==> src/hdl/rdpd_pkg.sv <==
`timescale 1ns / 1ps

package rdpd_pkg;

  localparam int unsigned SETTLE_TICKS_DEF = 10;

  localparam int unsigned DEBOUNCE_W = 8;
  localparam int unsigned TIMEOUT_W  = 16;
  localparam int unsigned COUNT_W    = 4;
  localparam int unsigned DIGIT_W    = 4;

  localparam logic [DEBOUNCE_W-1:0] DEBOUNCE_RST = 8'd20;
  localparam logic [TIMEOUT_W-1:0]  TIMEOUT_RST  = 16'd5000;

  localparam logic [COUNT_W-1:0] PULSES_FOR_ZERO = 4'd10;
  localparam logic [COUNT_W-1:0] PULSE_MAX       = 4'd15;
  localparam logic [COUNT_W-1:0] DIGIT_MAX       = 4'd9;
  localparam logic [TIMEOUT_W-1:0] IDLE_MAX      = 16'hFFFF;

  localparam int unsigned CFG_ADDR_W = 3;
  localparam int unsigned CFG_DATA_W = 32;

  typedef enum logic {
    REG_DEBOUNCE = 1'b0,
    REG_TIMEOUT  = 1'b1
  } reg_index_t;

  typedef enum logic [1:0] {
    EV_DIGIT   = 2'd0,
    EV_INVALID = 2'd1,
    EV_TIMEOUT = 2'd2,
    EV_HANGUP  = 2'd3
  } event_kind_t;

  typedef enum logic [1:0] {
    PH_IDLE,
    PH_WAIT,
    PH_DIGIT
  } phase_t;

  typedef struct packed {
    event_kind_t             kind;
    logic [DIGIT_W-1:0]      digit;
  } result_t;

endpackage

==> src/hdl/rotary_dial_pulse_decoder.sv <==
`timescale 1ns / 1ps

// rotary dial pulse decoder
// in_ channel: one contact sample per millisecond tick, in_tdata bit 0 hook
// switch (1 = handset lifted), bit 1 dial off-normal, bit 2 pulse contact.
// out_ channel: at most one event per sample; out_tuser holds the event kind
// (digit, invalid pulse count, dialing timed out, handset replaced) and
// out_tdata[3:0] the digit, zero for every kind other than a digit.
// cfg_ port: register 0 at address 0 is the debounce lockout in ticks,
// register 1 at address 4 is the idle timeout in ticks; write while idle.
// throughput: one sample per clock cycle while in_tready is high; all state
// is updated in the cycle of the transaction by one pass of counter and compare logic.
// each event is registered and is presented on out_ from the output register.
// when the receiver stalls, one event waits in the output register and a
// second in a skid register; in_tready drops only while the skid is full.
// reset (rst_n low, synchronous) closes any session, clears the counters,
// empties both output stages and loads the register defaults 20 and 5000.
module rotary_dial_pulse_decoder #(
  parameter int unsigned SETTLE_TICKS = rdpd_pkg::SETTLE_TICKS_DEF
) (
  input  logic                              clk,
  input  logic                              rst_n,
  input  logic                              in_tvalid,
  output logic                              in_tready,
  input  logic [7:0]                        in_tdata,   // handset_lifted, dial_turned, pulse_level
  output logic                              out_tvalid,
  input  logic                              out_tready,
  output logic [7:0]                        out_tdata,  // digit_value
  output logic [1:0]                        out_tuser,  // event_kind
  input  logic                              cfg_psel,
  input  logic                              cfg_penable,
  input  logic                              cfg_pwrite,
  input  logic [rdpd_pkg::CFG_ADDR_W-1:0]   cfg_paddr,
  input  logic [rdpd_pkg::CFG_DATA_W-1:0]   cfg_pwdata,
  output logic [rdpd_pkg::CFG_DATA_W-1:0]   cfg_prdata,
  output logic                              cfg_pready
);
  import rdpd_pkg::*;

  localparam logic [COUNT_W-1:0] SETTLE_LIM = COUNT_W'(SETTLE_TICKS);

  logic [DEBOUNCE_W-1:0] debounce_r;
  logic [TIMEOUT_W-1:0]  timeout_r;

  phase_t                phase_r, phase_nxt;
  logic [COUNT_W-1:0]    settle_r, settle_nxt;
  logic                  level_r, level_nxt;
  logic [COUNT_W-1:0]    pulse_r, pulse_nxt;
  logic [DEBOUNCE_W-1:0] lockout_r, lockout_nxt;
  logic [TIMEOUT_W-1:0]  idle_r, idle_nxt;

  logic    out_valid_r, skid_valid_r;
  result_t out_data_r, skid_data_r;

  logic    accept, push;
  logic    lifted, turned, level;
  logic    cfg_write;
  result_t res;
  reg_index_t cfg_index;

  assign lifted = in_tdata[0];
  assign turned = in_tdata[1];
  assign level  = in_tdata[2];

  assign in_tready = ~skid_valid_r;
  assign accept    = in_tvalid & in_tready;

  // configuration
  assign cfg_pready = 1'b1;
  assign cfg_write  = cfg_psel & cfg_penable & cfg_pwrite & cfg_pready;
  assign cfg_index  = reg_index_t'(cfg_paddr[2]);

  always_comb begin
    unique case (cfg_index)
      REG_DEBOUNCE: cfg_prdata = CFG_DATA_W'(debounce_r);
      REG_TIMEOUT:  cfg_prdata = CFG_DATA_W'(timeout_r);
      default:      cfg_prdata = '0;
    endcase
  end

  always_ff @(posedge clk) begin
    if (!rst_n) begin
      debounce_r <= DEBOUNCE_RST;
      timeout_r  <= TIMEOUT_RST;
    end else if (cfg_write) begin
      unique case (cfg_index)
        REG_DEBOUNCE: debounce_r <= cfg_pwdata[DEBOUNCE_W-1:0];
        REG_TIMEOUT:  timeout_r  <= cfg_pwdata[TIMEOUT_W-1:0];
        default: ;
      endcase
    end
  end

  // session phase
  always_comb begin
    phase_nxt = phase_r;
    if (accept) begin
      unique case (phase_r)
        PH_IDLE: begin
          if (lifted) phase_nxt = PH_WAIT;
        end
        PH_WAIT: begin
          if (!lifted || idle_r >= timeout_r) phase_nxt = PH_IDLE;
          else if (turned)                    phase_nxt = PH_DIGIT;
        end
        PH_DIGIT: begin
          if (settle_r >= SETTLE_LIM && !turned) phase_nxt = PH_WAIT;
        end
        default: phase_nxt = PH_IDLE;
      endcase
    end
  end

  // counters and result
  always_comb begin
    settle_nxt  = settle_r;
    level_nxt   = level_r;
    pulse_nxt   = pulse_r;
    lockout_nxt = lockout_r;
    idle_nxt    = idle_r;
    push        = 1'b0;
    res.kind    = EV_DIGIT;
    res.digit   = '0;
    if (accept) begin
      unique case (phase_r)
        PH_IDLE: begin
          if (lifted) idle_nxt = '0;
        end
        PH_WAIT: begin
          if (!lifted || idle_r >= timeout_r) begin
            settle_nxt  = '0;
            level_nxt   = 1'b1;
            pulse_nxt   = '0;
            lockout_nxt = '0;
            idle_nxt    = '0;
            push        = 1'b1;
            res.kind    = lifted ? EV_TIMEOUT : EV_HANGUP;
          end else if (turned) begin
            settle_nxt  = '0;
            level_nxt   = 1'b1;
            pulse_nxt   = '0;
            lockout_nxt = '0;
          end else if (idle_r != IDLE_MAX) begin
            idle_nxt = idle_r + 1'b1;
          end
        end
        PH_DIGIT: begin
          if (settle_r < SETTLE_LIM) begin
            settle_nxt = settle_r + 1'b1;
          end else if (!turned) begin
            idle_nxt = '0;
            push     = 1'b1;
            if (pulse_r == PULSES_FOR_ZERO) begin
              res.kind = EV_DIGIT;
            end else if (pulse_r != '0 && pulse_r <= DIGIT_MAX) begin
              res.kind  = EV_DIGIT;
              res.digit = pulse_r;
            end else begin
              res.kind = EV_INVALID;
            end
          end else if (lockout_r != '0) begin
            lockout_nxt = lockout_r - 1'b1;
          end else if (level != level_r) begin
            level_nxt   = level;
            lockout_nxt = debounce_r;
            if (level && pulse_r != PULSE_MAX) pulse_nxt = pulse_r + 1'b1;
          end
        end
        default: ;
      endcase
    end
  end

  always_ff @(posedge clk) begin
    if (!rst_n) begin
      phase_r   <= PH_IDLE;
      settle_r  <= '0;
      level_r   <= 1'b1;
      pulse_r   <= '0;
      lockout_r <= '0;
      idle_r    <= '0;
    end else begin
      phase_r   <= phase_nxt;
      settle_r  <= settle_nxt;
      level_r   <= level_nxt;
      pulse_r   <= pulse_nxt;
      lockout_r <= lockout_nxt;
      idle_r    <= idle_nxt;
    end
  end

  // output register with skid stage
  always_ff @(posedge clk) begin
    if (!rst_n) begin
      out_valid_r  <= 1'b0;
      skid_valid_r <= 1'b0;
    end else if (out_tready || !out_valid_r) begin
      if (skid_valid_r) begin
        out_valid_r  <= 1'b1;
        skid_valid_r <= 1'b0;
      end else begin
        out_valid_r <= push;
      end
    end else if (push) begin
      skid_valid_r <= 1'b1;
    end
  end

  always_ff @(posedge clk) begin
    if (out_tready || !out_valid_r) begin
      if (skid_valid_r) out_data_r <= skid_data_r;
      else if (push)    out_data_r <= res;
    end else if (push) begin
      skid_data_r <= res;
    end
  end

  assign out_tvalid = out_valid_r;
  assign out_tdata  = {{(8-DIGIT_W){1'b0}}, out_data_r.digit};
  assign out_tuser  = out_data_r.kind;

endmodule
==> config.mk <==
export PLATFORM = sky130hd
export DESIGN_NAME = rotary_dial_pulse_decoder
export DESIGN_NICKNAME = d
export VERILOG_FILES = /design/src/hdl/rdpd_pkg.sv /design/src/hdl/rotary_dial_pulse_decoder.sv
export SDC_FILE = /design/constraint.sdc
export NUM_CORES = 1
export LEC_CHECK = 0
export BUFFER_PORTS_ARGS = -buffer_cell sky130_fd_sc_hd__buf_4
export CAP_MARGIN = 20
export CORE_MARGIN = 2
export CORE_UTILIZATION = 30
export CTS_CLUSTER_DIAMETER = 200
export DETAILED_ROUTE_END_ITERATION = 7
export PLACE_DENSITY = 0.56
export SKIP_LAST_GASP = 1
export SYNTH_ARGS = -nofsm -noshare
export SYNTH_HDL_FRONTEND = slang
export SYNTH_SLANG_ARGS = --single-unit
==> constraint.sdc <==
create_clock -name clk -period 2.53 [get_ports clk]
set_clock_uncertainty 0.05 [all_clocks]
set_input_delay 0.1265 -clock clk [delete_from_list [all_inputs] [get_ports clk]]
set_output_delay 0.1265 -clock clk [all_outputs]
set_load 0.01 [all_outputs]
# Yosys cells after proc, flatten, opt, wreduce, memory -nomap -nowiden
# Cells that the tools add are included.
# word_totals
reg_bits,73
wordCells,129
inputBits,50
# classes
mux,56
bitwise_logic,7
reduce_logical,25
n_lt_le_gt_ge,4
eq_ne,19
n_addsub,4
# op_table
cell,n
16-bit two-way mux,6
32-bit case mux with 2 select lines,1
8-bit two-way mux,6
16-bit case mux with 3 select lines,1
4-bit two-way mux,11
6-bit two-way mux,5
2-bit inequality test (second input constant),9
16-bit by 1-bit adder with 16-bit output (second input constant),1
16-bit >= comparator,1
16-bit inequality test (second input constant),1
4-bit case mux with 2 select lines,2
8-bit case mux with 2 select lines,1
7-bit AND reduction,2
1-bit two-way mux,13
2-bit two-way mux,6
3-bit inequality test (second input constant),4
4-bit by 1-bit adder with 4-bit output (second input constant),2
2-bit AND reduction,4
4-bit AND reduction,2
8-bit AND reduction,1
8-bit nonzero test,1
8-bit by 1-bit subtractor with 8-bit output (second input constant),1
2-bit case mux with 3 select lines,1
6-bit AND reduction,1
20 further kinds,32

# Depth between registers and ports, before layout
# Gate-level depths: netlist of run 1.
# depth
ltp_word,10
ltp_mapped,9
ltp_nobuf,8

# Least setup slack after synthesis of run 1
# Ideal clock, no wire load.
# synth_path
path_kind,reg2reg
startpoint,register timeout_r[14]
endpoint,register skid_data_r[0] in the netlist's numbering (enable)
arrival_ns,2.234
path_slack_ns,-0.133
setup_ns,0.379
required_time_ns,2.101
path_stages_with_launch,8
n_path_buf,0
period_less_slack_ns,2.663
path_cell_list,dfxtp_1 -> inv_1 -> ha_1 -> nand4_1 -> nor4_1 -> a32o_1 -> o21ai_0 -> a211oi_1
# synth_between
elab_chain_len,6
# synth_lines
element,line,rtl
from (decl),rotary_dial_pulse_decoder.sv:43,logic [TIMEOUT_W-1:0] timeout_r;
from (signal assigned),rotary_dial_pulse_decoder.sv:88,REG_TIMEOUT: timeout_r <= cfg_pwdata[TIMEOUT_W-1:0];
16-bit >= comparator,rotary_dial_pulse_decoder.sv:130,if (!lifted || idle_r >= timeout_r) begin
1-bit logical OR,rotary_dial_pulse_decoder.sv:130,
1-bit two-way mux,rotary_dial_pulse_decoder.sv:130,
1-bit case mux with 2 select lines,rotary_dial_pulse_decoder.sv:125,unique case (phase_r)
1-bit two-way mux,rotary_dial_pulse_decoder.sv:124,if (accept) begin
2-bit AND reduction (no line),n/a,
to (signal assigned),rotary_dial_pulse_decoder.sv:214,skid_data_r <= res;
to (decl),rotary_dial_pulse_decoder.sv:53,"result_t out_data_r, skid_data_r;"
# Every way passes these cells.
# A chain may end at the register's enable or synchronous reset.

# Worst setup path in the final report of run 1
# layout_path
startpoint,register idle_r[0]
endpoint,register idle_r[8]
# layout_between
elab_chain_len,5
word_cells_on_any_way,11
classes_between,add/sub: 1; order compare: 1; eq/ne: 3; mux: 4; reduce/logical: 2
# layout_lines
element,line,rtl
from (decl),rotary_dial_pulse_decoder.sv:50,"logic [TIMEOUT_W-1:0] idle_r, idle_nxt;"
from (signal assigned),rotary_dial_pulse_decoder.sv:188,idle_r <= idle_nxt;
16-bit by 1-bit adder with 16-bit output,rotary_dial_pulse_decoder.sv:144,idle_nxt = idle_r + 1'b1;
16-bit two-way mux,rotary_dial_pulse_decoder.sv:143,end else if (idle_r != IDLE_MAX) begin
16-bit two-way mux,rotary_dial_pulse_decoder.sv:138,end else if (turned) begin
16-bit two-way mux,rotary_dial_pulse_decoder.sv:130,
16-bit case mux with 3 select lines,rotary_dial_pulse_decoder.sv:125,
# Parallel ways exist; a longest one is shown, timed or not. The select of a mux whose other input is x is not followed.

==> results.yml, run 1 <==
setup_path:
  crit_arrival_ns: 2.74
  end_kind: "flip-flop"
  reg2reg_depth: 11
  crit_path_top_delay_cell: "a2111o_1"
  path_max_fanout: 5
  crit_required_ns: 2.75
  crit_top_cell: "buf_4"
  critPathLaunchType: "flip-flop"
  r2r_slack_ns: 0.01
  reg2reg_from: "idle_r[0]"
  startpoint: "idle_r[0]"
  path_cells: "inv_2 -> ha_4 -> nand2b_4 -> a2111o_1 -> buf_4 -> a32oi_4 -> buf_4 -> nand4_1 -> buf_6 -> a41o_1 -> a21oi_1"
  crit_type: "flip-flop to flip-flop"
  reg2reg_to: "idle_r[8]"
  max_stage_delay_ns: 0.40
floorplan:
  ioPinCount: 95
  fp.dieW_um: 126
  fp.dieH_um: 126
  start_util: 0.308
  core_area_um2: 14600
  rows: 44
  dieArea_um2: 16000
clock_tree:
  clock-sinks: 73
  insertion_delay_ns: 0.35
  htree_num_levels: 3
  cts_made_buffers: 9
  cts_tree: "yes"
  cts_buffer_depth: 2
  path_clk_slew_ns: 0.06
  cts-root-buf: "clkbuf_16"
placement:
  hpwlAfterDp_mm: 9.15
  place.gp.congestion: 0.841
  io_buffers: 50
sta:
  finalCritPeriodShare: 0.995
  max_freq_mhz: 397
  maxSlewViolCount: 0
  setup-tns-final_ns: 0
  rsz0062_at_grt: "true"
  layout_min_cycle_time_ns: 2.52
  tightest_slew_ns: 0.675
  setup_violations: 0
  relSlewSlack: 0.550
  finalHoldViolCount: 0
logic_synthesis:
  synth_edf_count: 12
  avgSynthCellArea_um2: 8.26
  synthDistinctLibCells: 71
  async_flop_share: 0
  synth.cell_area_um2: 4490
  ys_warn_count: 0
  synthSimpleGateAreaFrac: 0.228
  synthCells: 544
  synth_top_cells_by_area: "dfxtp_1 27%, ha_1 8.1%, edfxtp_1 8.0%"
  synthDominantCellAreaShare: 0.272
  synth_flop_cell: "dfxtp_1"
  synth_top_family_by_area: "simple AND/OR/NAND/NOR gates"
  synth_area_leader_cell: "dfxtp_1"
  synth_xor_area_frac: 0.00585
  synth_fa_ha_area_frac: 0.0807
  synth.most_common_cell: "nand2_1"
  synth_seq_cells: 73
  yosysSeqAreaShare: 0.352
  synth_compound_area_frac: 0.218
  synthMuxAreaShare: 0.0312
  yosys-top-cells-count: "80 x nand2_1, 61 x dfxtp_1, 42 x a21oi_1"
global_route:
  overflow: 0
  groute.usage.overall: 0.155
  grt_max_degree: 25
  grt_pass1_vias: 3957
  antenna_found_initial: 0
  grt_pass1_wl_mm: 19.9
routing:
  ant_nets: 0
  via_per_inst: 5.17
  firstDrtPassIters: 5
  drc: 0
  drtIter0Drc: 257
  vias: 4334
  drt-total-wl_mm: 12.9
  routed_wire_length_per_instance_um: 15.4
cells_and_area:
  nets: 729
  final_util: 0.413
  drive_gt1_frac: 0.273
  insertedDiodeCount: 0
  nFillCells: 1434
  syn_to_final_growth_pct: 33.9
hold_path:
  hold_path_end: "timeout_r[10]"
  whs_path_depth: 3
  hp-start: "cfg_pwdata[10]"
  hp-class: "primary input to flip-flop"
status:
  status: "complete, no violations"
pwr:
  ir_worst_vdd_mv: 0.409
  p_per_area_nw_per_um2: 480
  leakagePower_nw: 2.41
run:
  drv_cap: 0
[cell type report]
cell class	instances	area (um^2)	area share
Sequential cell	73	1590	0.265
Clock buffer	9	225	0.0374
Timing Repair Buffer	117	982	0.163
Inverter	34	128	0.0212
Clock inverter	7	85.1	0.0141
Multi-Input combinational cell	415	2780	0.461
Tap cell	184	230	0.0383
[sequential cells by signal, indices dropped and copies added, names as in the netlist]
signal        count
idle_r           16
skid_data_r       6
skid_valid_r      1
debounce_r        8
level_r           1
out_tvalid        1
timeout_r        16
out_tuser         2
pulse_r           4
phase_r           2
settle_r          4
out_tdata         4
lockout_r         8
[layout by cell type, fill, tap and decap left out, types with 5 or more instances in the layout]
cell	instances
a2111oi_0	5
inv_2	6
nor3_1	15
nand2b_1	6
a31o_2	7
a21o_1	8
a21oi_1	42
dlygate4sd3_1	15
nor4_1	5
dfxtp_1	52
nand3_1	20
nor2b_1	8
nand4_1	8
buf_6	5
buf_4	94
edfxtp_1	12
ha_1	23
a31oi_1	8
mux2i_1	5
conb_1	21
nor2_1	34
nand2_1	79
dfxtp_2	9
ha_4	6
mux2_2	8
clkbuf_16	11
o211ai_1	9
o21ai_0	16
inv_1	27
[worst max path at each step]
stage                               to  slack [ns]  cells past startpoint
after detailed placement     idle_r[6]       -0.05                     10
after floorplan           out_tdata[0]        0.02                      8
after global placement    out_tdata[1]        0.02                     10
after global routing         idle_r[8]       -0.08                     11
final                        idle_r[8]        0.01                     11
after CTS                    idle_r[6]       -0.06                     10
[metrics by stage]
stage          hold WS (ns)  setup WS, ns  power, mW  std cells  cell area (um^2)
2_1_floorplan         0.201        0.0229       1.41        563              4570
3_5_place_dp          0.302       -0.0527       1.51        799              5270
3_3_place_gp          0.298        0.0175       1.51        799              5270
5_1_grt             0.00246       -0.0809       2.99        839              6020
4_1_cts             0.00206       -0.0555       2.89        830              5730
6_report            0.00171        0.0134       2.89        839              6020
[cells by family (layout without fill, tap and decap cells)]
| family | after synthesis | after routing |
|---|---|---|
| compound gates | 141 | 141 |
| xor+xnor | 3 | 3 |
| fa+ha+maj | 29 | 29 |
| buf+inv | 75 | 167 |
| flops | 73 | 73 |
| mux | 13 | 13 |
| other cells | 2 | 21 |
| simple gates | 208 | 208 |
[metal layers]
metal / global-route usage / part of all wire / vias up
met1: 0.211 / 0.47 / 2060
li1: - / - / 2140
met5: 0 / 0 / -
met2: 0.243 / 0.46 / 123
met3: 0.0396 / 0.054 / 11
met4: 0.0414 / 0.0087 / 0
[where the power goes]
part | total (mW) | switching, mW | internal (mW)
registers | 1.20 | 0.0108 | 1.19
logic | 0.327 | 0.185 | 0.142
clock network | 1.36 | 0.510 | 0.852
[worst max-delay path, delay by kind of cell, from the launching register on]
kind / cells / cell delay [ns]
buffers and inverters: 4 / 0.57
AO/OA/AOI/OAI: 4 / 0.99
flip-flops: 1 / 0.33
AND/OR/NAND/NOR: 2 / 0.28
adder cells (fa/ha/maj): 1 / 0.22
[repair_timing]
action                                 in CTS  in global routing
pin swaps                                   1                 13
cloned                                      0                  3
gates resized for setup                     0                 42
hold buffers                               15                  0
setup endpoints to repair                   8                 37
endpoints found under the hold margin      22                  0
buffers inserted                            0                  6
No activity file was read; power rests on OpenSTA's default activity.
==> run 2, diff against run 1 <==
HOLD_SLACK_MARGIN = 0.05   (was default)
==> run 2 against run 1 <==
  * Total power hardly changed
  * Largest power group unchanged
  * Highest routed layer unchanged
  * First-iteration DRC count rose by 3.1%
  * Combinational power about the same
==> results.yml, run 2 (synthesis gave the netlist of run 1 again) <==
setup_path:
  crit_required_ns: 2.75
  path_buf_inv: 4
  crit_top_cell: "buf_4"
  end_kind: "flip-flop"
  crit_path_top_delay_cell: "a2111o_1"
  critPathLaunchType: "flip-flop"
  cp.depth: 11
  max_stage_delay_ns: 0.40
  crit_type: "flip-flop to flip-flop"
  crit_arrival_ns: 2.74
  reg2reg_depth: 11
  crit_family: "compound AO/OA/AOI/OAI gates"
  path_cells: "inv_2 -> ha_4 -> nand2b_4 -> a2111o_1 -> buf_4 -> a32oi_4 -> buf_4 -> nand4_1 -> buf_6 -> a41o_1 -> a21oi_1"
  path_max_fanout: 5
routing:
  vias: 4360
  via_per_inst: 5.18
  firstDrtPassIters: 5
  drc: 0
  drt-total-wl_mm: 12.9
  ant_nets: 0
  routed_wire_length_per_instance_um: 15.3
  drtIter0Drc: 265
floorplan:
  fp.dieW_um: 126
  start_util: 0.308
  ioPinCount: 95
  rows: 44
  core_area_um2: 14600
  fp.dieH_um: 126
  dieArea_um2: 16000
placement:
  place.gp.congestion: 0.841
  hpwlAfterDp_mm: 9.15
  io_buffers: 50
  placed_area_um2: 5270
sta:
  rsz0062_at_grt: "true"
  maxSlewViolCount: 0
  max_freq_mhz: 397
  relSlewSlack: 0.554
  holdWs_ns: 0.0602
  finalCritPeriodShare: 0.995
  setup_violations: 0
  finalHoldViolCount: 0
  tightest_slew_ns: 0.668
  layout_min_cycle_time_ns: 2.52
global_route:
  grt_pass1_vias: 3963
  overflow: 0
  groute.usage.overall: 0.155
  grt_max_degree: 25
  grt_pass1_wl_mm: 19.9
  antenna_found_initial: 0
cells_and_area:
  final_util: 0.414
  mostFrequentLayoutCell: "buf_4"
  insertedDiodeCount: 0
  syn_to_final_growth_pct: 34.4
  drive_gt1_frac: 0.272
  fin_area_um2: 6040
  nets: 731
  layout_common_cells: "94 x buf_4, 79 x nand2_1, 52 x dfxtp_1"
  reg_top3: "idle_r (16), timeout_r (16)"
hold_path:
  whs_path_depth: 2
  hp-class: "primary input to flip-flop"
pwr:
  p_per_area_nw_per_um2: 479
  leakagePower_nw: 2.42
  ir_worst_vdd_mv: 0.404
  finalPower_mw: 2.89
clock_tree:
  path_clk_slew_ns: 0.06
  insertion_delay_ns: 0.35
  cts-root-buf: "clkbuf_16"
  clock-sinks: 73
  cts_tree: "yes"
  htree_num_levels: 3
  cts_made_buffers: 9
  cts_buffer_depth: 2
status:
  status: "complete, no violations"
run:
  drv_cap: 0
[run 2: cell count changes in the layout (fill, tap and decap cells not counted), sizes merged]
cell and delta:
dlygate4sd3 +2
[run 2: final timing paths]
check / start / end / slack, ns
worst max-delay path: idle_r[0] / idle_r[8] / 0.01
worst min-delay path: rst_n / debounce_r[4] / 0.06
worst max register to register: idle_r[0] / idle_r[8] / 0.01
worst min register to register: timeout_r[15] / timeout_r[15] / 0.41
[run 2: final cells by class]
cell class                      instances  area [um^2]
Clock buffer                            9          225
Clock inverter                          7         85.1
Fill cell                            1433         8550
Inverter                               34          128
Multi-Input combinational cell        415         2780
Sequential cell                        73         1590
Tap cell                              184          230
Timing Repair Buffer                  119         1000
[run 2: metal layers]
metal,global-route usage,part of all wire,vias up
met3,0.0396,0.056,10
li1,-,-,2143
met2,0.243,0.47,135
met1,0.212,0.47,2072
met4,0.0414,0.0086,0
met5,0,0,-
[run 2: worst reg2reg max path, stage by stage, from the launching register on]
cell	delay, ns
dfxtp_2	0.33
inv_2	0.05
ha_4	0.22
nand2b_4	0.13
a2111o_1	0.40
buf_4	0.16
a32oi_4	0.24
buf_4	0.17
nand4_1	0.15
buf_6	0.19
a41o_1	0.20
a21oi_1	0.16
[run 2: power breakdown]
part           switching, mW  internal, mW
combinational          0.185         0.144
sequential            0.0108          1.19
clock                  0.507         0.852
total                  0.703          2.19
[run 2: through the flow]
stage	worst slack (ns)	TNS, ns	instances
after floorplan	0.0229	0	563
after global placement	0.0175	0	799
after detailed placement	-0.0527	-0.128	799
after CTS	-0.0555	-0.0555	832
after global routing	-0.0809	-0.505	841
final	0.0114	0	841
[run 2: what timing repair did]
item                                    in CTS  in global routing
gates resized for setup                      0                 42
cloned                                       0                  3
pin swaps                                    1                 13
setup buffers                                0                  6
endpoints found under the hold margin       25                  0
hold buffers                                17                  0
endpoints found under the setup margin       8                 37
